<file path="src/rtl/core/rea_pkg.sv">
`timescale 1ns / 1ps
// ----------------------------------------------------------------------------
// Relocatable expression ALU package
// Shared request and response types, operation codes and the lane record
// that moves along the division chain.
// ----------------------------------------------------------------------------
package rea_pkg;

    localparam int unsigned DataW = 16;
    localparam int unsigned SegW  = 3;
    localparam int unsigned OpW   = 5;

    localparam logic [OpW-1:0] OP_ADD    = 5'd0;
    localparam logic [OpW-1:0] OP_SUB    = 5'd1;
    localparam logic [OpW-1:0] OP_MUL    = 5'd2;
    localparam logic [OpW-1:0] OP_DIV    = 5'd3;
    localparam logic [OpW-1:0] OP_MOD    = 5'd4;
    localparam logic [OpW-1:0] OP_SHL    = 5'd5;
    localparam logic [OpW-1:0] OP_SHR    = 5'd6;
    localparam logic [OpW-1:0] OP_AND    = 5'd7;
    localparam logic [OpW-1:0] OP_OR     = 5'd8;
    localparam logic [OpW-1:0] OP_XOR    = 5'd9;
    localparam logic [OpW-1:0] OP_EQ     = 5'd10;
    localparam logic [OpW-1:0] OP_NE     = 5'd11;
    localparam logic [OpW-1:0] OP_LT     = 5'd12;
    localparam logic [OpW-1:0] OP_LE     = 5'd13;
    localparam logic [OpW-1:0] OP_GT     = 5'd14;
    localparam logic [OpW-1:0] OP_GE     = 5'd15;
    localparam logic [OpW-1:0] OP_NOT    = 5'd16;
    localparam logic [OpW-1:0] OP_HIGH   = 5'd17;
    localparam logic [OpW-1:0] OP_LOW    = 5'd18;
    localparam logic [OpW-1:0] OP_UPLUS  = 5'd19;
    localparam logic [OpW-1:0] OP_UMINUS = 5'd20;
    localparam logic [OpW-1:0] OP_NUL    = 5'd21;
    localparam logic [OpW-1:0] OP_TYPE   = 5'd22;

    localparam logic [DataW-1:0] ALL_ONES = 16'hFFFF;
    localparam logic [3:0]       SHIFT_MASK = 4'hF;

    typedef struct packed {
        logic [OpW-1:0]   op;
        logic [DataW-1:0] left_value;
        logic [SegW-1:0]  left_segment;
        logic             left_external;
        logic [DataW-1:0] right_value;
        logic [SegW-1:0]  right_segment;
    } t_req;

    typedef struct packed {
        logic [DataW-1:0] result_value;
        logic [SegW-1:0]  result_segment;
        logic             result_external;
        logic             reloc_error;
        logic             divide_zero_error;
        logic             bad_op_error;
    } t_rsp;

    // Which value the end of the chain delivers.
    typedef enum logic [1:0] {
        K_PLAIN = 2'b00,
        K_DIV   = 2'b01,
        K_MOD   = 2'b10
    } t_kind;

    // One request in flight: the finished response for all operations but
    // div and mod, plus the partial remainder, quotient and divisor.
    typedef struct packed {
        t_rsp             rsp;
        t_kind            kind;
        logic [DataW-1:0] rem;
        logic [DataW-1:0] quo;
        logic [DataW-1:0] dvs;
    } t_lane;

endpackage

</file>
<file path="src/rtl/core/rea_front.sv">
`timescale 1ns / 1ps
// ----------------------------------------------------------------------------
// Relocatable expression ALU front cell
// Decodes the operation, computes every result except div and mod, applies
// the relocation rules and loads the first lane of the division chain.
// ----------------------------------------------------------------------------
module rea_front import rea_pkg::*; (
    input  logic  i_clk,
    input  logic  i_rst_n,
    input  logic  i_en,
    input  logic  i_valid,
    input  t_req  i_req,
    output logic  o_valid,
    output t_lane o_lane
);

    logic             r_valid;
    t_lane            r_lane;
    t_lane            n_lane;
    logic [31:0]      w_prod;
    logic             w_any_rel;
    logic             w_la;
    logic             w_lb;
    logic [DataW-1:0] w_a;
    logic [DataW-1:0] w_b;

    assign w_a       = i_req.left_value;
    assign w_b       = i_req.right_value;
    assign w_la      = (i_req.left_segment != '0);
    assign w_lb      = (i_req.right_segment != '0);
    assign w_any_rel = w_la || w_lb;
    assign w_prod    = w_a * w_b;

    always_comb begin
        n_lane     = '0;
        n_lane.rsp = '0;
        n_lane.kind = K_PLAIN;
        n_lane.rem = '0;
        n_lane.quo = w_a;
        n_lane.dvs = w_b;
        case (i_req.op)
            OP_ADD: begin
                n_lane.rsp.result_value = w_a + w_b;
                if (w_la && w_lb) begin
                    n_lane.rsp.reloc_error = 1'b1;
                end else begin
                    n_lane.rsp.result_segment = w_la ? i_req.left_segment
                                                     : i_req.right_segment;
                end
            end
            OP_SUB: begin
                n_lane.rsp.result_value = w_a - w_b;
                if (i_req.left_segment == i_req.right_segment) begin
                    n_lane.rsp.result_segment = '0;
                end else if (w_lb) begin
                    n_lane.rsp.reloc_error = 1'b1;
                end else begin
                    n_lane.rsp.result_segment = i_req.left_segment;
                end
            end
            OP_MUL: begin
                n_lane.rsp.reloc_error  = w_any_rel;
                n_lane.rsp.result_value = w_prod[DataW-1:0];
            end
            OP_DIV: begin
                n_lane.rsp.reloc_error       = w_any_rel;
                n_lane.rsp.divide_zero_error = (w_b == '0);
                n_lane.kind                  = K_DIV;
            end
            OP_MOD: begin
                n_lane.rsp.reloc_error       = w_any_rel;
                n_lane.rsp.divide_zero_error = (w_b == '0);
                n_lane.kind                  = K_MOD;
            end
            OP_SHL: begin
                n_lane.rsp.reloc_error  = w_any_rel;
                n_lane.rsp.result_value = w_a << (w_b[3:0] & SHIFT_MASK);
            end
            OP_SHR: begin
                n_lane.rsp.reloc_error  = w_any_rel;
                n_lane.rsp.result_value = w_a >> (w_b[3:0] & SHIFT_MASK);
            end
            OP_AND: begin
                n_lane.rsp.reloc_error  = w_any_rel;
                n_lane.rsp.result_value = w_a & w_b;
            end
            OP_OR: begin
                n_lane.rsp.reloc_error  = w_any_rel;
                n_lane.rsp.result_value = w_a | w_b;
            end
            OP_XOR: begin
                n_lane.rsp.reloc_error  = w_any_rel;
                n_lane.rsp.result_value = w_a ^ w_b;
            end
            OP_EQ: begin
                n_lane.rsp.result_value = (w_a == w_b) ? ALL_ONES : '0;
            end
            OP_NE: begin
                n_lane.rsp.result_value = (w_a != w_b) ? ALL_ONES : '0;
            end
            OP_LT: begin
                n_lane.rsp.result_value = ($signed(w_a) < $signed(w_b)) ? ALL_ONES : '0;
            end
            OP_LE: begin
                n_lane.rsp.result_value = ($signed(w_a) <= $signed(w_b)) ? ALL_ONES : '0;
            end
            OP_GT: begin
                n_lane.rsp.result_value = ($signed(w_a) > $signed(w_b)) ? ALL_ONES : '0;
            end
            OP_GE: begin
                n_lane.rsp.result_value = ($signed(w_a) >= $signed(w_b)) ? ALL_ONES : '0;
            end
            OP_NOT: begin
                n_lane.rsp.reloc_error  = w_la;
                n_lane.rsp.result_value = ~w_a;
            end
            OP_HIGH: begin
                n_lane.rsp.reloc_error  = w_la;
                n_lane.rsp.result_value = {8'h00, w_a[15:8]};
            end
            OP_LOW: begin
                n_lane.rsp.reloc_error  = w_la;
                n_lane.rsp.result_value = {8'h00, w_a[7:0]};
            end
            OP_UPLUS: begin
                n_lane.rsp.result_value    = w_a;
                n_lane.rsp.result_segment  = i_req.left_segment;
                n_lane.rsp.result_external = i_req.left_external;
            end
            OP_UMINUS: begin
                n_lane.rsp.reloc_error  = w_la;
                n_lane.rsp.result_value = DataW'(0) - w_a;
            end
            OP_NUL, OP_TYPE: begin
                n_lane.rsp.result_value = w_a;
            end
            default: begin
                n_lane.rsp.bad_op_error = 1'b1;
            end
        endcase
    end

    always_ff @(posedge i_clk) begin
        if (!i_rst_n) begin
            r_valid <= 1'b0;
        end else if (i_en) begin
            r_valid <= i_valid;
        end
    end

    always_ff @(posedge i_clk) begin
        if (i_en) begin
            r_lane <= n_lane;
        end
    end

    assign o_valid = r_valid;
    assign o_lane  = r_lane;

endmodule

</file>
<file path="src/rtl/core/rea_div_cell.sv">
`timescale 1ns / 1ps
// ----------------------------------------------------------------------------
// Relocatable expression ALU division cell
// One restoring division step: shifts in the next dividend bit, trials a
// subtract of the divisor and hands the lane to the next cell.
// ----------------------------------------------------------------------------
module rea_div_cell import rea_pkg::*; (
    input  logic  i_clk,
    input  logic  i_rst_n,
    input  logic  i_en,
    input  logic  i_valid,
    input  t_lane i_lane,
    output logic  o_valid,
    output t_lane o_lane
);

    logic             r_valid;
    t_lane            r_lane;
    t_lane            n_lane;
    logic [DataW:0]   w_shift;
    logic [DataW:0]   w_trial;
    logic             w_fits;

    // The remainder stays below the divisor, so the shifted value fits in
    // one extra bit and the trial's top bit is the borrow.
    assign w_shift = {i_lane.rem, i_lane.quo[DataW-1]};
    assign w_trial = w_shift - {1'b0, i_lane.dvs};
    assign w_fits  = ~w_trial[DataW];

    always_comb begin
        n_lane     = i_lane;
        n_lane.rem = w_fits ? w_trial[DataW-1:0] : w_shift[DataW-1:0];
        n_lane.quo = {i_lane.quo[DataW-2:0], w_fits};
    end

    always_ff @(posedge i_clk) begin
        if (!i_rst_n) begin
            r_valid <= 1'b0;
        end else if (i_en) begin
            r_valid <= i_valid;
        end
    end

    always_ff @(posedge i_clk) begin
        if (i_en) begin
            r_lane <= n_lane;
        end
    end

    assign o_valid = r_valid;
    assign o_lane  = r_lane;

endmodule

</file>
<file path="src/rtl/core/relocatable_expression_alu_top.sv">
`timescale 1ns / 1ps
// ----------------------------------------------------------------------------
// Relocatable expression ALU
// Evaluates one operator of a 16-bit assembler expression with relocation
// tracking, one request per clock while o_stall is low, through a chain of division cells.
// ----------------------------------------------------------------------------
//
//  Channel    Direction  Handshake          Payload
//  request    in         i_valid / o_stall  i_req (t_req)
//  response   out        o_valid / i_stall  o_rsp (t_rsp)
//
// A new request is taken in every cycle while o_stall is low; each one passes
// from acceptance through the front cell register, the sixteen division cells,
// one per quotient bit, and the output register to its response.
// Reset clears every valid bit in the chain and the output stage only.
// A stalled response waits in the output register; a one-entry skid register
// catches the next one, and only while it is full does the chain freeze and o_stall rise.
//
module relocatable_expression_alu_top import rea_pkg::*; (
    input  logic i_clk,
    input  logic i_rst_n,
    input  logic i_valid,
    output logic o_stall,
    input  t_req i_req,
    output logic o_valid,
    input  logic i_stall,
    output t_rsp o_rsp
);

    // The chain advances as a whole whenever the skid register is empty.
    logic  w_en;
    logic  w_vld [0:DataW];
    t_lane w_lane [0:DataW];
    t_rsp  w_done;
    logic  w_arrive;
    logic  w_take;

    logic  r_out_valid;
    logic  n_out_valid;
    logic  r_skid_valid;
    logic  n_skid_valid;
    t_rsp  r_out;
    t_rsp  n_out;
    t_rsp  r_skid;
    t_rsp  n_skid;

    assign w_en = ~r_skid_valid;

    rea_front u_front (
        .i_clk   (i_clk),
        .i_rst_n (i_rst_n),
        .i_en    (w_en),
        .i_valid (i_valid),
        .i_req   (i_req),
        .o_valid (w_vld[0]),
        .o_lane  (w_lane[0])
    );

    // Sixteen cells, each resolving one quotient bit from the top down.
    for (genvar g = 0; g < DataW; g++) begin : g_cell
        rea_div_cell u_cell (
            .i_clk   (i_clk),
            .i_rst_n (i_rst_n),
            .i_en    (w_en),
            .i_valid (w_vld[g]),
            .i_lane  (w_lane[g]),
            .o_valid (w_vld[g+1]),
            .o_lane  (w_lane[g+1])
        );
    end

    // Pick the quotient or remainder at the end of the chain. A zero divisor
    // forces the value to zero; the flag was already set by the front cell.
    always_comb begin
        w_done = w_lane[DataW].rsp;
        case (w_lane[DataW].kind)
            K_DIV: begin
                w_done.result_value = w_lane[DataW].rsp.divide_zero_error
                                      ? '0 : w_lane[DataW].quo;
            end
            K_MOD: begin
                w_done.result_value = w_lane[DataW].rsp.divide_zero_error
                                      ? '0 : w_lane[DataW].rem;
            end
            default: begin
                w_done.result_value = w_lane[DataW].rsp.result_value;
            end
        endcase
    end

    assign w_arrive = w_en && w_vld[DataW];
    assign w_take   = r_out_valid && !i_stall;

    // Output register plus skid entry. A response leaving the chain goes to
    // the output register when it is free or being emptied, else to the skid.
    always_comb begin
        n_out_valid  = r_out_valid;
        n_skid_valid = r_skid_valid;
        n_out        = r_out;
        n_skid       = r_skid;
        if (r_skid_valid) begin
            if (w_take) begin
                n_out        = r_skid;
                n_skid_valid = 1'b0;
            end
        end else if (w_arrive) begin
            if (!r_out_valid || w_take) begin
                n_out       = w_done;
                n_out_valid = 1'b1;
            end else begin
                n_skid       = w_done;
                n_skid_valid = 1'b1;
            end
        end else if (w_take) begin
            n_out_valid = 1'b0;
        end
    end

    always_ff @(posedge i_clk) begin
        if (!i_rst_n) begin
            r_out_valid  <= 1'b0;
            r_skid_valid <= 1'b0;
        end else begin
            r_out_valid  <= n_out_valid;
            r_skid_valid <= n_skid_valid;
        end
    end

    always_ff @(posedge i_clk) begin
        r_out  <= n_out;
        r_skid <= n_skid;
    end

    assign o_valid = r_out_valid;
    assign o_rsp   = r_out;
    assign o_stall = r_skid_valid;

    // The skid entry only fills behind a held response.
    a_skid_behind_out: assert property (@(posedge i_clk) disable iff (!i_rst_n)
        r_skid_valid |-> r_out_valid)
        else $error("skid entry full while output register is empty");

    // A full skid entry freezes the chain for that cycle.
    a_chain_frozen: assert property (@(posedge i_clk) disable iff (!i_rst_n)
        r_skid_valid |=> $stable(w_vld[DataW]))
        else $error("division chain moved while skid entry was full");

    // A zero divisor always yields a zero value.
    a_div_zero_value: assert property (@(posedge i_clk) disable iff (!i_rst_n)
        (o_valid && o_rsp.divide_zero_error) |-> (o_rsp.result_value == '0))
        else $error("divide by zero produced a nonzero value");

    // An invalid operation carries nothing but its flag.
    a_bad_op_clean: assert property (@(posedge i_clk) disable iff (!i_rst_n)
        (o_valid && o_rsp.bad_op_error) |->
            (o_rsp.result_value == '0 && o_rsp.result_segment == '0 &&
             !o_rsp.reloc_error && !o_rsp.divide_zero_error &&
             !o_rsp.result_external))
        else $error("invalid operation produced a nonzero response");

endmodule
</file>
<file path="config.mk">
export PLATFORM = sky130hd
export DESIGN_NAME = relocatable_expression_alu_top
export DESIGN_NICKNAME = d
export VERILOG_FILES = /design/src/rtl/core/rea_pkg.sv /design/src/rtl/core/rea_front.sv /design/src/rtl/core/rea_div_cell.sv /design/src/rtl/core/relocatable_expression_alu_top.sv
export SDC_FILE = /design/constraint.sdc
export NUM_CORES = 2
export LEC_CHECK = 0
export BUFFER_PORTS_ARGS = -buffer_cell sky130_fd_sc_hd__buf_2
export CAP_MARGIN = 0
export CORE_MARGIN = 2
export CORE_UTILIZATION = 55
export CTS_BUF_LIST = sky130_fd_sc_hd__clkbuf_4
export CTS_CLUSTER_SIZE = 16
export DETAILED_ROUTE_END_ITERATION = 16
export PLACE_DENSITY = 0.71
export SLEW_MARGIN = 40
export SYNTH_ARGS = -nofsm -noshare
export SYNTH_HDL_FRONTEND = slang
export SYNTH_SLANG_ARGS = --single-unit
</file>
<file path="constraint.sdc">
create_clock -name i_clk -period 75.9 [get_ports i_clk]
set_clock_uncertainty 0.05 [all_clocks]
set_input_delay 15.18 -clock i_clk [delete_from_list [all_inputs] [get_ports i_clk]]
set_output_delay 15.18 -clock i_clk [all_outputs]
set_load 0.01 [all_outputs]
</file>
Word level (Yosys, flattened, before mapping)

Index checks and enable logic that the tools add are counted.

$add $sub $neg: 19
Reduce and logical (&&, ||, !) cells: 22
Shifts and indexed selects: 2
Multiply operators: 1
Mux-type cells: 48
Bitwise gates (word level): 22
Equal/unequal tests: 29
Order comparisons: 4

Operator list:

| kind               | count |
|---|---|
| $mux 16            | 23 |
| $pmux 16 s19       | 1 |
| $sub 17x16->17     | 15 |
| $mux 23            | 4 |
| $eq 5x4->1 const B | 8 |
| $eq 5x5->1 const B | 7 |
| $pmux 16 s2        | 1 |
| $reduce_or 23->1   | 1 |
| $eq 5x3->1 const B | 4 |
| $not 1->1          | 18 |
| $sub 1x16->17      | 1 |
| $add 16x16->16     | 1 |
| $and 16x16->16     | 1 |
| $eq 16x16->1       | 1 |
| $ge 16x16->1       | 1 |
| $gt 16x16->1       | 1 |
| $le 16x16->1       | 1 |
| $logic_not 16->1   | 1 |
| $lt 16x16->1       | 1 |
| $mul 16x16->16     | 1 |
| $ne 16x16->1       | 1 |
| $not 16->16        | 1 |
| $or 16x16->16      | 1 |
| $shl 16x4->16      | 1 |
| 27 further kinds   | 51 |

Register bits after elaboration: 1274
Input port bits: 48
Output and inout port bits: 25

Longest topological paths before layout

Word-level depth: 6
Gate-level depth with buffers: 26

Hierarchy

A second synthesis with hierarchy kept.

Cell total of the unflattened synthesis: 4723
Area, all modules: 64521.9 um^2

Modules (own cells, without submodules):

| module                                | sequential area each (um^2) | instances | cells an instance | area each (um^2) |
|---|---|---|---|---|
| rea_div_cell at g_cell[0].u_cell ...  | 2212.1                      | 11        | 204               | 3238.1 |
| rea_div_cell at g_cell[11].u_cell ... | 2212.1                      | 5         | 204               | 3240.6 |
| rea_front                             | 1731.7                      | 1         | 1274              | 10392.5 |
| relocatable_expression_alu_top        | 1421.4                      | 1         | 185               | 2307.2 |

Least setup slack after synthesis

No wires, ideal clock.

Path type: reg-to-reg
From: register r_skid_valid, in the netlist o_stall
To: register r_out, in the netlist o_rsp[14], data pin
Data required time: 75.531 ns
Setup time: 0.319 ns
Cell stages (with the launch flop): 4
Slack: 38.267 ns
Arrival: 37.264 ns
Period minus slack after synthesis: 37.633 ns
Cell sequence: dfxtp_1 -> inv_2 -> buf_1 -> mux2_2

RTL lines:

| item                     | line                                  | text |
|---|---|---|
| start: declaration       | relocatable_expression_alu_top.sv:40  | `logic r_skid_valid;` |
| start signal: assignment | relocatable_expression_alu_top.sv:125 | `r_skid_valid <= n_skid_valid;` |
| end signal: assignment   | relocatable_expression_alu_top.sv:130 | `r_out <= n_out;` |
| end: declaration         | relocatable_expression_alu_top.sv:42  | `t_rsp r_out;` |

==> impl_summary.md <==
STA
After routing, the total negative slack on setup checks comes to 0 ps. The worst pin sits at a relative slew slack of 0.4089. The final hold violation count was 0. The number of setup violations in the final report is 0. Of the available clock period, the critical path in the final layout requires 0.2671.

For this run, the top clock speed supported by timing is 49.32 MHz. Setup repair after global routing left no endpoint under its margin. At the pin with the least slew margin, the transition time is 877.4 ps. The shortest period the worst path allows is 20270 ps. The total count of max-transition violations in the final report is 0.

Clock tree
The cell at the root of the clock tree is sky130_fd_sc_hd__clkbuf_4. For this design, the sink count on the clock tree is 1274. The post-cts gate resize count is 0. The H-tree generated during clock tree synthesis spans 5 levels. The clock latency on the worst-skew pair is 1180 ps. The clock transition at the register clock pins on the worst setup and hold paths after CTS is 70 ps. The CTS tree is yes. The number of hold buffers added after CTS was 0.

The setup fix buffers added after clock tree synthesis is 0. No sink is reached through more buffers than the 4 on the longest clock path. The total clock buffers created by CTS is 334.

Global route
The total routing resource utilization after global routing is 0.2129. The number of antenna violations at the first check in global routing is 2. The routing usage on met1 is 0.2605. The via count of the first global-routing pass is 37880. In the global route stage, met2 resource usage came out at 0.3640. The largest net degree at the start of global routing is 143.

The wire length of the first global-routing pass is 195000 microns. Summed over all layers, the global routing overflow is 0. The met3 usage is 0.04211. The most used routing layer is met2.

Drt
The via total after detailed routing is 36960. Once detail routing completed, the nets flagged for antenna violations numbered 0. The total iterations of the first detailed-routing run is 6. The aggregate routed wire length is 123300 microns. After detailed routing, the average wire length per cell comes to 18.32 microns.

The remaining routing DRC violations is 0. The first routing iteration left 2534 violations. Using the TritonRoute via totals, the vias-per-cell ratio works out to 5.493.

Synth
The cell count after synthesis came out at 4662. Yosys mapped a number of flops with a built-in enable equal to 1255. Counting flops with an async set or reset pin after synthesis yields a share of 0.

The top flip-flop cell by instance count after synthesis is sky130_fd_sc_hd__edfxtp_1. The synthesized design spends more area on one cell type than any other, namely sky130_fd_sc_hd__edfxtp_1. The post-synth design cell area is 62560 sq um. The fraction of post-synthesis cell area in the top cell type by area is 0.6024. The sequential-to-total area share from yosys stat is 0.6085.

By area the synthesized netlist is led by sky130_fd_sc_hd__edfxtp_1 60%, sky130_fd_sc_hd__ha_1 6.9%, sky130_fd_sc_hd__mux2_2 3.9%. Each instance of the synthesized netlist takes up on average 13.42 sq um. The synthesized netlist contains 97 unique library cells.

The flop and latch count out of synthesis is 1274. The Yosys warning count is 0.

Critical path
The source of the worst register-to-register timing path is g_cell[7].u_cell.o_lane[0]. Traced cell by cell, the critical path runs through buf_2 -> buf_4 -> inv_1 -> nor2_1 -> fa_1 -> inv_1 -> fa_1 -> inv_1 -> fa_1 -> fa_1 -> inv_1 -> fa_1 -> fa_1 -> inv_1 -> ha_1 -> nand2_1 -> o21ai_0 -> a32oi_1 -> o211ai_1 -> a221o_1 -> a211oi_1 -> o2111ai_1. At the worst endpoint, the required time is 76760 ps. In this design, the critical path's most frequently occurring cell is sky130_fd_sc_hd__fa_1. STA classifies the critical path endpoint as a flop. The path depth of the worst reg2reg path is 11. The critical path runs through a total of 22 cells.

The worst setup path startpoint is i_req[6]. The worst setup path is launched from a primary input. For this run, the slowest stage of the critical path takes 620 ps. The worst reg2reg path endpoint is g_cell[8].u_cell.o_lane[37].

The worst setup path is of the primary input to flop kind. The kind of cell with the highest combined delay along the critical path is adder cells. The master of the slowest instance on the critical path is sky130_fd_sc_hd__inv_1. The number of buffers and inverters on the critical path is 7. The data arrival at the endpoint of the critical path is 21130 ps. The critical-path maximum fanout is 28. The last element of the critical path is u_front.o_lane[71]. In this run the register-to-register setup slack is 72070 ps.

Floorplan
The width of the die is 341.3 microns. The initial cell density of the core is 0.5553. The core region is 112700 sq um. The die covers 116500 sq um.

The die outline height is 341.3 microns. The I/O pin count is 73. In this run the core area contains 123 standard-cell rows.

Worst hold path
The worst min-delay path class is flop to flop.

Final layout
In the final layout, the share of cells above drive strength 1 is 0.1782. The signed area change from the synthesized netlist to the final layout is 9.806%. The filler cells instantiated in the layout total 8711. The library cells used most frequently in the layout, excluding fill and tap cells, are 1255 x sky130_fd_sc_hd__edfxtp_1, 493 x sky130_fd_sc_hd__inv_1, 469 x sky130_fd_sc_hd__clkbuf_4. The area of all placed cells without fillers is 68690 sq um.

The leading cell type in the layout, fill and taps excluded is sky130_fd_sc_hd__edfxtp_1. In the final design database the tool counted 5500 nets.

Run status
The run finished with clean final reports.

Power
Power spread over the standard cell area amounts to 36.46 nW/um^2. The maximum resistive drop on vdd is 0.00001827 V. In this run the static leakage power is 27.90 nW.

Placement
Buffers placed on the I/O ports in this run total 72. The weighted congestion at the end of routability-driven global placement is 0.9293. The HPWL after detailed placement is 86780 microns.

The placed standard-cell area is 64770 sq um.

Job
The total of max-cap violations is 0.
registers in the layout, indices dropped and copies added, names as in the netlist:
| register | flops |
|---|---|
| o_stall | 1 |
| o_rsp | 23 |
| r_skid | 23 |
| g_cell.u_cell.o_lane | 1152 |
| u_front.o_valid | 1 |
| g_cell.u_cell.o_valid | 16 |
| o_valid | 1 |
| u_front.o_lane | 57 |
Yosys cell counts, types with 17 or more instances:
| cell | n |
|---|---|
| sky130_fd_sc_hd__inv_1 | 493 |
| sky130_fd_sc_hd__or3_1 | 26 |
| sky130_fd_sc_hd__nor3_1 | 66 |
| sky130_fd_sc_hd__o21a_1 | 32 |
| sky130_fd_sc_hd__nor2_1 | 343 |
| sky130_fd_sc_hd__clkbuf_1 | 73 |
| sky130_fd_sc_hd__mux2_2 | 218 |
| sky130_fd_sc_hd__xor2_1 | 35 |
| sky130_fd_sc_hd__mux2i_1 | 70 |
| sky130_fd_sc_hd__a21oi_1 | 201 |
| sky130_fd_sc_hd__and2_1 | 27 |
| sky130_fd_sc_hd__dfxtp_1 | 19 |
| sky130_fd_sc_hd__nand3b_1 | 18 |
| sky130_fd_sc_hd__nand3_1 | 46 |
| sky130_fd_sc_hd__a211oi_1 | 19 |
| sky130_fd_sc_hd__nor3b_1 | 17 |
| sky130_fd_sc_hd__xnor2_1 | 172 |
| sky130_fd_sc_hd__edfxtp_1 | 1255 |
| sky130_fd_sc_hd__o211ai_1 | 20 |
| sky130_fd_sc_hd__o2111ai_1 | 20 |
| sky130_fd_sc_hd__o31a_1 | 18 |
| sky130_fd_sc_hd__ha_1 | 343 |
| sky130_fd_sc_hd__a21o_1 | 21 |
| sky130_fd_sc_hd__nor2b_1 | 81 |
| sky130_fd_sc_hd__a221oi_1 | 18 |
| sky130_fd_sc_hd__o21ai_0 | 221 |
| sky130_fd_sc_hd__a22oi_1 | 35 |
| sky130_fd_sc_hd__a31oi_1 | 26 |
| sky130_fd_sc_hd__nand2b_1 | 46 |
| sky130_fd_sc_hd__nand2_1 | 216 |
| sky130_fd_sc_hd__fa_1 | 97 |
| sky130_fd_sc_hd__nor4_1 | 18 |
| sky130_fd_sc_hd__or2_2 | 17 |
cell families after synthesis:
kind of cell / Yosys count / share of synthesized area
simple gates: 975 / 0.07492
flops: 1274 / 0.6085
fa+ha+maj: 440 / 0.09964
buf+inv: 612 / 0.03902
other cells: 1 / 0.00005994
xor+xnor: 210 / 0.03022
mux: 309 / 0.05632
compound gates: 841 / 0.09132
power breakdown:
part	total (mW)	switching, mW	internal (mW)
registers	1.04	0.0597	0.976
clock network	0.542	0.253	0.288
logic	0.928	0.474	0.453
metal layers:
layer	share of wire	vias to the layer above
li1	-	18010
met1	0.41	17750
met2	0.50	915
met3	0.052	290
met4	0.036	0
met5	0	-
metrics by stage:
| stage | cells | worst slack, ps | utilization | hold WS, ps | power, mW |
|---|---|---|---|---|---|
| 2_1_floorplan | 4668 | 38270 | - | 350.3 | 1.783 |
| 3_3_place_gp | 6170 | 54540 | 0.5737 | 350.2 | 1.944 |
| 3_5_place_dp | 6175 | 54510 | 0.5750 | 354.5 | 1.972 |
| 4_1_cts | 6719 | 55850 | 0.6093 | 281.9 | 2.530 |
| 5_1_grt | 6728 | 55530 | 0.6098 | 294.3 | 2.681 |
| 6_report | 6729 | 55630 | 0.6098 | 308.0 | 2.505 |
how the worst min path moves through the flow:
stage               cells after the start                         start                            to  slack [ps]
floorplan                               0            u_front.o_lane[16]   g_cell[0].u_cell.o_lane[17]         350
global placement                        0  g_cell[14].u_cell.o_lane[62]  g_cell[15].u_cell.o_lane[62]         350
detailed placement                      0            u_front.o_lane[16]   g_cell[0].u_cell.o_lane[17]         350
CTS                                     0   g_cell[0].u_cell.o_lane[64]   g_cell[1].u_cell.o_lane[64]         280
global route                            0   g_cell[0].u_cell.o_lane[71]   g_cell[1].u_cell.o_lane[71]         290
finish                                  0  g_cell[10].u_cell.o_lane[22]  g_cell[11].u_cell.o_lane[23]         310
cell type report:
type	instances	area [sq um]	share of cell area
Clock inverter	75	344.1	0.005009
Tap cell	1500	1877	0.02732
Timing Repair Buffer	118	788.3	0.01147
Antenna cell	9	22.52	0.0003279
Sequential cell	1274	38070	0.5542
Clock buffer	469	3521	0.05125
Inverter	502	1897	0.02761
Multi-Input combinational cell	2782	22180	0.3228
(Power assumes the default switching activity.)
